===== src/hdl/spq_pkg.sv =====
// ----------------------------------------------------------------------------
// spq_pkg
// shared constants, codes and types of the sorted priority queue
// ----------------------------------------------------------------------------
package spq_pkg;

  localparam int unsigned Depth    = 16;
  localparam int unsigned TagBits  = 16;
  localparam int unsigned PrioBits = 8;
  localparam int unsigned OpBits   = 2;
  localparam int unsigned CntBits  = $clog2(Depth + 1);
  localparam int unsigned IdxBits  = $clog2(Depth);

  typedef enum logic [OpBits-1:0] {
    OpInsert = 2'd0,
    OpPeek   = 2'd1,
    OpRemove = 2'd2
  } op_e;

  typedef enum logic {
    StIdle,
    StExec
  } state_e;

  typedef struct packed {
    logic load;
    logic exec;
  } cmd_t;

  typedef struct packed {
    logic                success;
    logic [TagBits-1:0]  tag_out;
    logic [PrioBits-1:0] priority_out;
    logic [CntBits-1:0]  entry_count;
    logic                is_full;
    logic                is_empty;
  } res_t;

endpackage


===== src/hdl/spq_if.sv =====
// ----------------------------------------------------------------------------
// spq_if
// request and result channels of the sorted priority queue
// ----------------------------------------------------------------------------
interface spq_in_if
  import spq_pkg::*;
();
  logic                valid;
  logic                ready;
  logic [OpBits-1:0]   operation;
  logic [PrioBits-1:0] priority_in;
  logic [TagBits-1:0]  tag_in;

  modport source (output valid, output operation, output priority_in, output tag_in,
                  input ready);
  modport sink   (input valid, input operation, input priority_in, input tag_in,
                  output ready);
endinterface

interface spq_out_if
  import spq_pkg::*;
();
  logic                valid;
  logic                ready;
  logic                success;
  logic [TagBits-1:0]  tag_out;
  logic [PrioBits-1:0] priority_out;
  logic [CntBits-1:0]  entry_count;
  logic                is_full;
  logic                is_empty;

  modport source (output valid, output success, output tag_out, output priority_out,
                  output entry_count, output is_full, output is_empty, input ready);
  modport sink   (input valid, input success, input tag_out, input priority_out,
                  input entry_count, input is_full, input is_empty, output ready);
endinterface


===== src/hdl/spq_ctrl.sv =====
// ----------------------------------------------------------------------------
// spq_ctrl
// handshake controller: takes a request, runs it once the result slot is free
// ----------------------------------------------------------------------------
module spq_ctrl
  import spq_pkg::*;
(
  input  logic clk_i,
  input  logic rst_ni,
  input  logic in_valid_i,
  output logic in_ready_o,
  output logic out_valid_o,
  input  logic out_ready_i,
  output cmd_t cmd_o
);

  state_e state_q, state_d;
  logic   out_valid_q, out_valid_d;

  always_ff @(posedge clk_i or negedge rst_ni) begin
    if (!rst_ni) begin
      state_q     <= StIdle;
      out_valid_q <= 1'b0;
    end else begin
      state_q     <= state_d;
      out_valid_q <= out_valid_d;
    end
  end

  always_comb begin
    state_d     = state_q;
    cmd_o       = '0;
    in_ready_o  = 1'b0;
    out_valid_d = out_valid_q && !out_ready_i;
    unique case (state_q)
      StIdle: begin
        in_ready_o = 1'b1;
        if (in_valid_i) begin
          cmd_o.load = 1'b1;
          state_d    = StExec;
        end
      end
      StExec: begin
        // result slot free or being emptied this cycle
        if (!out_valid_q || out_ready_i) begin
          cmd_o.exec  = 1'b1;
          out_valid_d = 1'b1;
          state_d     = StIdle;
        end
      end
      default: state_d = StIdle;
    endcase
  end

  assign out_valid_o = out_valid_q;

endmodule


===== src/hdl/spq_datapath.sv =====
// ----------------------------------------------------------------------------
// spq_datapath
// sorted entry cells with parallel compare-and-shift, count and result register
// ----------------------------------------------------------------------------
module spq_datapath
  import spq_pkg::*;
(
  input  logic                clk_i,
  input  logic                rst_ni,
  input  cmd_t                cmd_i,
  input  logic [OpBits-1:0]   operation_i,
  input  logic [PrioBits-1:0] priority_i,
  input  logic [TagBits-1:0]  tag_i,
  output res_t                res_o
);

  logic [OpBits-1:0]   op_q;
  logic [PrioBits-1:0] prio_q;
  logic [TagBits-1:0]  tag_q;

  logic [TagBits-1:0]  tags_q  [Depth];
  logic [PrioBits-1:0] prios_q [Depth];
  logic [CntBits-1:0]  count_q, count_d;
  res_t                res_q, res_d;

  logic [Depth-1:0]    ge;
  logic                full, empty, do_ins, do_rem;
  logic [IdxBits-1:0]  top_idx;

  // request register
  always_ff @(posedge clk_i) begin
    if (cmd_i.load) begin
      op_q   <= operation_i;
      prio_q <= priority_i;
      tag_q  <= tag_i;
    end
  end

  assign full    = (count_q == CntBits'(Depth));
  assign empty   = (count_q == '0);
  assign do_ins  = cmd_i.exec && (op_q == OpInsert) && !full;
  assign do_rem  = cmd_i.exec && (op_q == OpRemove) && !empty;
  assign top_idx = IdxBits'(count_q - CntBits'(1));

  // occupied cells at or above the new priority move up by one
  always_comb begin
    for (int i = 0; i < Depth; i++) begin
      ge[i] = (CntBits'(i) < count_q) && (prios_q[i] >= prio_q);
    end
  end

  for (genvar i = 0; i < Depth; i++) begin : g_cell
    logic shift, place;
    if (i == 0) begin : g_first
      assign shift = 1'b0;
      assign place = (count_q == '0) || ge[0];
    end else begin : g_rest
      assign shift = ge[i-1];
      assign place = !ge[i-1] && ((CntBits'(i) == count_q) || ge[i]);
    end
    always_ff @(posedge clk_i) begin
      if (do_ins) begin
        if (shift) begin
          tags_q[i]  <= tags_q[(i == 0) ? 0 : i-1];
          prios_q[i] <= prios_q[(i == 0) ? 0 : i-1];
        end else if (place) begin
          tags_q[i]  <= tag_q;
          prios_q[i] <= prio_q;
        end
      end
    end
  end

  always_comb begin
    count_d = count_q;
    if (do_ins) begin
      count_d = count_q + CntBits'(1);
    end else if (do_rem) begin
      count_d = count_q - CntBits'(1);
    end
  end

  always_comb begin
    res_d              = '0;
    res_d.entry_count  = count_d;
    res_d.is_full      = (count_d == CntBits'(Depth));
    res_d.is_empty     = (count_d == '0);
    unique case (op_q)
      OpInsert: res_d.success = !full;
      OpRemove: res_d.success = !empty;
      OpPeek: begin
        if (!empty) begin
          res_d.success      = 1'b1;
          res_d.tag_out      = tags_q[top_idx];
          res_d.priority_out = prios_q[top_idx];
        end
      end
      default: res_d.success = 1'b0;
    endcase
  end

  always_ff @(posedge clk_i or negedge rst_ni) begin
    if (!rst_ni) begin
      count_q <= '0;
    end else begin
      count_q <= count_d;
    end
  end

  always_ff @(posedge clk_i) begin
    if (cmd_i.exec) begin
      res_q <= res_d;
    end
  end

  assign res_o = res_q;

endmodule


===== src/hdl/sorted_priority_queue.sv =====
// ----------------------------------------------------------------------------
// sorted_priority_queue
// priority queue of up to 16 tagged entries kept sorted by priority
// ----------------------------------------------------------------------------
// usage:
//   in_i carries one request per transaction: operation (insert, peek, remove),
//   priority_in and tag_in. out_o returns one result per request: success,
//   the top entry on a peek, the entry count and the full and empty flags.
//   among equal priorities the entry inserted first leaves first.
// timing:
//   a request is registered in the cycle it is taken and executed once the
//   result register is free, when all cells compare against the new priority
//   and shift at once; the result is valid the cycle after that. in_i.ready is
//   high only in idle, so no request is taken until the last one has executed.
// stall:
//   a held result sits in the output register; one further request is taken
//   meanwhile and waits until out_o.ready frees the register.
// reset:
//   rst_ni empties the queue, returns the controller to idle and clears
//   out_o.valid; entry contents are not cleared.
// ----------------------------------------------------------------------------
module sorted_priority_queue
  import spq_pkg::*;
(
  input  logic      clk_i,
  input  logic      rst_ni,
  spq_in_if.sink    in_i,
  spq_out_if.source out_o
);

  cmd_t cmd;
  res_t res;

  spq_ctrl u_ctrl (
    .clk_i       (clk_i),
    .rst_ni      (rst_ni),
    .in_valid_i  (in_i.valid),
    .in_ready_o  (in_i.ready),
    .out_valid_o (out_o.valid),
    .out_ready_i (out_o.ready),
    .cmd_o       (cmd)
  );

  spq_datapath u_datapath (
    .clk_i       (clk_i),
    .rst_ni      (rst_ni),
    .cmd_i       (cmd),
    .operation_i (in_i.operation),
    .priority_i  (in_i.priority_in),
    .tag_i       (in_i.tag_in),
    .res_o       (res)
  );

  assign out_o.success      = res.success;
  assign out_o.tag_out      = res.tag_out;
  assign out_o.priority_out = res.priority_out;
  assign out_o.entry_count  = res.entry_count;
  assign out_o.is_full      = res.is_full;
  assign out_o.is_empty     = res.is_empty;

endmodule

===== src/flat_wrapper.sv =====
// flat-port wrapper written by rule: the top's interface ports become plain ports
module sorted_priority_queue_flat import spq_pkg::*;
  (clk_i, rst_ni, in_i_valid, in_i_operation, in_i_priority_in, in_i_tag_in, in_i_ready, out_o_valid, out_o_success, out_o_tag_out, out_o_priority_out, out_o_entry_count, out_o_is_full, out_o_is_empty, out_o_ready);
  spq_in_if in_i_i ();
  spq_out_if out_o_i ();
  input  logic clk_i;
  input  logic rst_ni;
  input wire logic [$bits(in_i_i.valid)-1:0] in_i_valid;
  input wire logic [$bits(in_i_i.operation)-1:0] in_i_operation;
  input wire logic [$bits(in_i_i.priority_in)-1:0] in_i_priority_in;
  input wire logic [$bits(in_i_i.tag_in)-1:0] in_i_tag_in;
  output wire logic [$bits(in_i_i.ready)-1:0] in_i_ready;
  output wire logic [$bits(out_o_i.valid)-1:0] out_o_valid;
  output wire logic [$bits(out_o_i.success)-1:0] out_o_success;
  output wire logic [$bits(out_o_i.tag_out)-1:0] out_o_tag_out;
  output wire logic [$bits(out_o_i.priority_out)-1:0] out_o_priority_out;
  output wire logic [$bits(out_o_i.entry_count)-1:0] out_o_entry_count;
  output wire logic [$bits(out_o_i.is_full)-1:0] out_o_is_full;
  output wire logic [$bits(out_o_i.is_empty)-1:0] out_o_is_empty;
  input wire logic [$bits(out_o_i.ready)-1:0] out_o_ready;
  assign in_i_i.valid = in_i_valid;
  assign in_i_i.operation = in_i_operation;
  assign in_i_i.priority_in = in_i_priority_in;
  assign in_i_i.tag_in = in_i_tag_in;
  assign in_i_ready = in_i_i.ready;
  assign out_o_valid = out_o_i.valid;
  assign out_o_success = out_o_i.success;
  assign out_o_tag_out = out_o_i.tag_out;
  assign out_o_priority_out = out_o_i.priority_out;
  assign out_o_entry_count = out_o_i.entry_count;
  assign out_o_is_full = out_o_i.is_full;
  assign out_o_is_empty = out_o_i.is_empty;
  assign out_o_i.ready = out_o_ready;
  sorted_priority_queue u_core (.clk_i(clk_i), .rst_ni(rst_ni), .in_i(in_i_i), .out_o(out_o_i));
endmodule

===== config.mk =====
export PLATFORM = sky130hd
export DESIGN_NAME = sorted_priority_queue_flat
export DESIGN_NICKNAME = d
export VERILOG_FILES = /design/src/hdl/spq_pkg.sv /design/src/hdl/spq_if.sv /design/src/hdl/spq_ctrl.sv /design/src/hdl/spq_datapath.sv /design/src/hdl/sorted_priority_queue.sv /design/src/flat_wrapper.sv
export SDC_FILE = /design/constraint.sdc
export NUM_CORES = 1
export LEC_CHECK = 0
export BUFFER_PORTS_ARGS = -buffer_cell sky130_fd_sc_hd__buf_2
export CAP_MARGIN = 40
export CORE_UTILIZATION = 60
export DETAILED_ROUTE_END_ITERATION = 10
export PLACE_DENSITY_LB_ADDON = 0.08
export SKIP_CTS_REPAIR_TIMING = 1
export SYNTH_ARGS = -nofsm -noshare
export SYNTH_HDL_FRONTEND = slang
export SYNTH_HIERARCHICAL = 1
export SYNTH_SLANG_ARGS = --single-unit

===== constraint.sdc =====
create_clock -name clk_i -period 5.9 [get_ports clk_i]
set_clock_uncertainty 0.15 [all_clocks]
set_input_delay 1.77 -clock clk_i [delete_from_list [all_inputs] [get_ports clk_i]]
set_output_delay 1.77 -clock clk_i [all_outputs]
set_load 0.005 [all_outputs]

Word level (Yosys, flattened, before mapping)

Memory sizes are Yosys's and may differ from the RTL's.
Index checks and enable logic that the tools add are counted.

Flip-flop bits (word level): 65
Bits in latches: 0
Memory bits (writable): 384
Memory bits (read-only): 0
Output and inout bits: 34
Memories kept: 2

Memories:

| memory                    | words | width | rd ports | clocked after Yosys merged registers in | write ports | RTL line           | text |
|---|---|---|---|---|---|---|---|
| u_core.u_datapath.tags_q  | 16    | 16    | 16       | 0                                       | 16          | spq_datapath.sv:21 | `logic [TagBits-1:0] tags_q [Depth];` |
| u_core.u_datapath.prios_q | 16    | 8     | 17       | 0                                       | 16          | spq_datapath.sv:22 | `logic [PrioBits-1:0] prios_q [Depth];` |

Add/subtract/negate cells: 2
Multiply operators: 0
Divide/modulo/power cells: 0
$lt $le $gt $ge: 32
Equality and inequality tests: 19
Shift operators: 0
Muxes and demuxes: 151
Bitwise operators: 32
Reductions and logical operators: 76

Operator list:

| kind                                                                         | number |
|---|---|
| 16-bit two-way mux                                                           | 15 |
| 8-bit greater-or-equal comparator                                            | 16 |
| 8-bit two-way mux                                                            | 15 |
| 1-bit two-way mux                                                            | 116 |
| 4-bit by 5-bit == test with 1-bit output (first input constant)              | 8 |
| 4-bit by 5-bit less-than comparator with 1-bit output (first input constant) | 8 |
| 1-bit logical AND                                                            | 36 |
| 1-bit OR                                                                     | 30 |
| 25-bit two-way mux                                                           | 1 |
| 3-bit by 5-bit == test with 1-bit output (first input constant)              | 4 |
| 3-bit by 5-bit less-than comparator with 1-bit output (first input constant) | 4 |
| 1-bit logical NOT                                                            | 19 |
| 1-bit logical OR                                                             | 17 |
| 2-bit by 5-bit == test with 1-bit output (first input constant)              | 2 |
| 5-bit == test (second input constant)                                        | 2 |
| 5-bit logical NOT                                                            | 2 |
| 1-bit by 5-bit less-than comparator with 1-bit output (first input constant) | 2 |
| 2-bit by 5-bit less-than comparator with 1-bit output (first input constant) | 2 |
| 5-bit two-way mux                                                            | 2 |
| 5-bit by 1-bit adder with 5-bit output (second input constant)               | 1 |
| 1-bit by 5-bit == test with 1-bit output (first input constant)              | 1 |
| 5-bit by 1-bit subtractor with 5-bit output (second input constant)          | 1 |
| 1-bit case mux with 3 select lines                                           | 1 |
| 2-bit by 1-bit == test with 1-bit output (second input constant)             | 1 |
| 5 further kinds                                                              | 6 |

Longest topological paths before layout

An unclocked memory read counts as a cell.

Word-level depth: 10
Gate-level depth with buffers: 11
Depth with buffers taken out: 8

Hierarchy

Netlist, hierarchy kept.

By module, submodules not included:

| module       | instances | cells each | area an instance (um^2) | seq. area each (um^2) |
|---|---|---|---|---|
| spq_datapath | 1         | 1543       | 24672.4                 | 13397.8 |
| spq_ctrl     | 1         | 8          | 93.8                    | 50.0 |

Least setup slack after synthesis

OpenSTA, ideal clock, no wires.

Path kind: input to register
From: input port out_o_ready
To: memory u_core.u_datapath.prios_q[15][0], enable pin
Setup time: 0.442 ns
Arrival: 5.215 ns
Setup slack: 0.093 ns
Stages on the path: 6
Path buffers: 2
Cell sequence: nand2b_4 and2_1 nand3_1 buf_6 buf_4 a211oi_1

RTL lines:

| what               | RTL line           | text |
|---|---|---|
| start: declaration | flat_wrapper.sv:20 | `input wire logic [$bits(out_o_i.ready)-1:0] out_o_ready;` |
| end: declaration   | spq_datapath.sv:22 |  |

==> summary.md <==
| Metric | Value |
|---|---|
| Drt drc | `0` |
| Main flop type after synthesis | `edfxtp_1` |
| Layout cells sized above 1 | `around two fifths` |
| Clock sinks | `between 400 and 500` |
| Slowest CP cell | `inv_1` |
| Cts bufs inserted | `between 40 and 50` |
| Ant diodes | `0` |
| RSZ-0062 raised after global routing | `false` |
| Actual slew at the worst max-slew pin | `0.9219 ns` |
| Required @ worst endpoint | `6.09 ns` |
| Vias in the first global route | `around 14,000` |
| Register area share after synthesis | `between 50% and 60%` |
| Fin crit period | `4.156 ns` |
| Starting Density | `about three fifths` |
| Post-Syn Area | `24,770 um^2` |
| Cell Area, Placed | `around 26,000 um^2` |
| Pre-antenna DRT Iters | `5` |
| Post-synthesis compound-gate area fraction | `6.037%` |
| ANT nets after route | `0` |
| Clk_lat worst skew | `~0.6 ns` |
| Post-synth EDFFs | `442` |
| DIE WIDTH | `205.2 um` |
| Xor/xnor cell area share of the yosys netlist | `0.2425%` |
| H-tree levels | `2` |
| Main combinational cell family by area after synthesis | `multiplexers` |
| DIE AREA | `about 42,000 um^2` |
| Total routed wirelength | `59.24 mm` |
| Cells after synthesis | `1,551` |
| Initial antenna violation count | `0` |
| Vias per cell | `6.597` |
| Post-DP HPWL | `~41 mm` |
| Async SR Flop Fraction | `1.559%` |
| IO Pins | `64` |
| Syn. warnings | `6` |
| Finished Layout Cells | `around 2,200` |
| Max-slew headroom | `38.47%` |
| CP Max Fanout | `24` |
| Max layer used | `met4` |
| Grt total ovfl | `0` |
| Crit start category | `flop` |
| Root buffer cell | `clkbuf_16` |
| DR WL met2 | `around 27 mm` |
| Critical path, cell by cell | `buf_4, inv_1, ha_1, a2111oi_0, a2111oi_0, o21ai_1, nor3b_4, buf_4, mux2_2` |
| WP buf/inv | `3` |
| Fraction of the mapped netlist area in adder cells | `about 6.7%` |
| Mean Syn Cell Area | `15.97 um^2` |
| Final net count | `1,778` |
| Post-synthesis mux area share | `26.11%` |
| Count of cell types in the netlist | `76` |
| Total core area | `40,740 um^2` |
| Setup TNS | `0 ns` |
| Largest net degree at the start of global routing | `58` |
| WL/cell | `27.13 um` |
| CP peak stage delay | `0.69 ns` |
| Fill cells | `2,809` |
| CTS tree | `built` |
| Kind of cell adding the most delay to the critical path | `buffers and inverters` |
| Met3 routed WL | `between 4 and 5 mm` |
| Setup violators final | `0` |
| Yosys reg bits | `449` |
| Port Buffers | `63` |
| Syn nets | `between 1,500 and 2,000` |
| First-pass GRT wire length | `roughly 90 mm` |
| Worst Path Arrival | `4.34 ns` |
| Worst setup path class | `flop to flop` |
| GP Congestion | `0.8452` |
| PwrDens | `394.0 nW/um^2` |
| Max clock buf depth | `3` |
| Max rail drop VDD | `469.0 uV` |
| Hold crit path type | `flop to flop` |
| P_leak | `9.389 nW` |
| Peak Freq | `about 240 MHz` |
| Die height | `slightly above 200 um` |
| DRT iter0 DRCs | `1,202` |
| Crit end category | `flop` |
| Placed Instances | `approximately 2,100` |
| Clock edge transition at the registers on the reported setup and hold paths | `about 0.060 ns` |
| # Max-Cap Violations | `0` |
| GRT Overall Usage | `28.95%` |
| Slew Limit Fails | `0` |
| Simple-gate share of the synthesized area | `3.466%` |
| Fin crit share | `70.44%` |
| Outcome | `completed` |
| Final Hold Vio Count | `0` |
| Via Count | `14,402` |
| Fin area | `27,430 um^2` |
| Metal-1 WL | `26.80 mm` |
| Row count | `74` |
| Area growth syn-to-layout | `10.75%` |
-- state kept, by name, indices dropped and copies added (netlist names) --
name                       flops
u_core/u_datapath/prio_q       8
u_core/u_datapath/tags_q     256
u_core/u_datapath/count_q      5
u_core/u_datapath/op_q         2
u_core/u_datapath/res_o       32
u_core/u_ctrl/out_valid_o      1
u_core/u_datapath/tag_q       16
u_core/u_datapath/prios_q    128
u_core/u_ctrl/state_q          1
-- cell usage after synthesis, types with 3 or more instances --
cell | count | share of area, %
inv_1 | 37 | 0.56
a21o_1 | 3 | 0.091
a2111oi_2 | 4 | 0.24
o21ai_0 | 24 | 0.49
mux2i_1 | 24 | 0.97
nor2b_1 | 24 | 0.61
o21a_1 | 8 | 0.24
and3_1 | 5 | 0.13
a2111oi_0 | 18 | 0.64
a31oi_1 | 10 | 0.25
mux2_1 | 14 | 0.64
nand4_1 | 3 | 0.076
edfxtp_1 | 442 | 54
nand2_1 | 42 | 0.64
a21oi_1 | 37 | 0.75
buf_4 | 22 | 0.67
clkbuf_1 | 41 | 0.62
nor4_1 | 3 | 0.076
xnor2_1 | 4 | 0.14
ha_1 | 133 | 6.7
dfrtp_1 | 7 | 0.71
nand3b_1 | 3 | 0.091
nand2b_1 | 17 | 0.43
nor2_1 | 18 | 0.27
a211oi_4 | 4 | 0.32
and2_1 | 3 | 0.076
mux2_2 | 347 | 16
buf_2 | 18 | 0.36
a211oi_1 | 51 | 1.5
nand3_1 | 8 | 0.16
o22ai_1 | 3 | 0.076
nor3_1 | 4 | 0.081
mux4_2 | 96 | 8.7
buf_6 | 19 | 0.86
-- layout make-up --
cell class,instances,area (um^2),share of cell area (%)
Inverter,39,146.4,0.5337
Multi-Input combinational cell,962,10840,39.51
Tap cell,532,665.6,2.427
Clock inverter,19,143.9,0.5246
Clock buffer,68,1329,4.845
Timing Repair Buffer,114,855.8,3.120
Sequential cell,449,13450,49.04
-- worst paths after layout --
kind	startpoint	endpoint	slack [ns]	depth (start not counted)
max in group asynchronous	rst_ni	u_core/u_ctrl/state_q	4.56	1
worst min-delay path	u_core/u_ctrl/out_valid_o	u_core/u_ctrl/out_valid_o	0.40	2
worst max-delay path	u_core/u_datapath/prio_q[1]	u_core/u_datapath/tags_q[7][2]	1.74	9
min in group asynchronous	rst_ni	u_core/u_datapath/count_q[1]	0.85	1
worst max register to register	u_core/u_datapath/prio_q[1]	u_core/u_datapath/tags_q[7][2]	1.74	9
worst min register to register	u_core/u_ctrl/out_valid_o	u_core/u_ctrl/out_valid_o	0.40	2
-- routing by layer --
metal,vias up,GRT usage (%)
met5,-,0
met4,0,5.450
met3,70,5.568
met2,499,43.16
met1,7427,44.34
li1,6406,-
-- placed cells by master, fill, tap and decap left out, types with 17 or more instances in the layout --
master / Yosys / final
nor2_1: 18 / 18
a2111oi_0: 18 / 18
mux4_2: 96 / 96
nor2b_1: 24 / 24
nand2_1: 42 / 42
edfxtp_1: 442 / 442
mux2_2: 347 / 347
o21ai_0: 24 / 23
clkbuf_1: 41 / 17
mux2i_1: 24 / 24
buf_2: 18 / 63
a211oi_1: 51 / 50
inv_1: 37 / 37
nand2b_1: 17 / 17
clkbuf_16: 0 / 50
ha_1: 133 / 132
buf_4: 22 / 37
a21oi_1: 37 / 29
-- power breakdown --
part           switching [W]  internal, W  total, W
Clock                0.00122      0.00165   0.00287
Combinational        0.00220      0.00167   0.00387
Sequential          0.000280      0.00379   0.00407
-- cells by family (layout without fill, tap and decap cells) --
family,after synthesis,count (layout)
XOR/XNOR,6,6
AND/OR/NAND/NOR,148,148
buffers and inverters,140,240
flip-flops,449,449
multiplexers,481,481
adder cells (fa/ha/maj),133,133
AO/OA/AOI/OAI,194,194
-- worst min-delay path: stages, from the launching register on --
cell and delay (ns):
dfrtp_1 0.38, nand2b_4 0.07, nand2_1 0.06
-- per-stage QoR --
step | worst slack (ns) | hold WS, ns | power [W] | utilization [%]
3_5_place_dp | 1.684 | 0.3882 | 0.007968 | 63.71
6_report | 1.744 | 0.3969 | 0.01081 | 67.32
5_1_grt | 1.537 | 0.4126 | 0.01123 | 67.32
3_3_place_gp | 1.463 | 0.3765 | 0.007869 | 63.07
4_1_cts | 1.773 | 0.4014 | 0.01084 | 67.32
2_1_floorplan | 0.09320 | 0.3416 | 0.006725 | -
(Power assumes the default switching activity.)
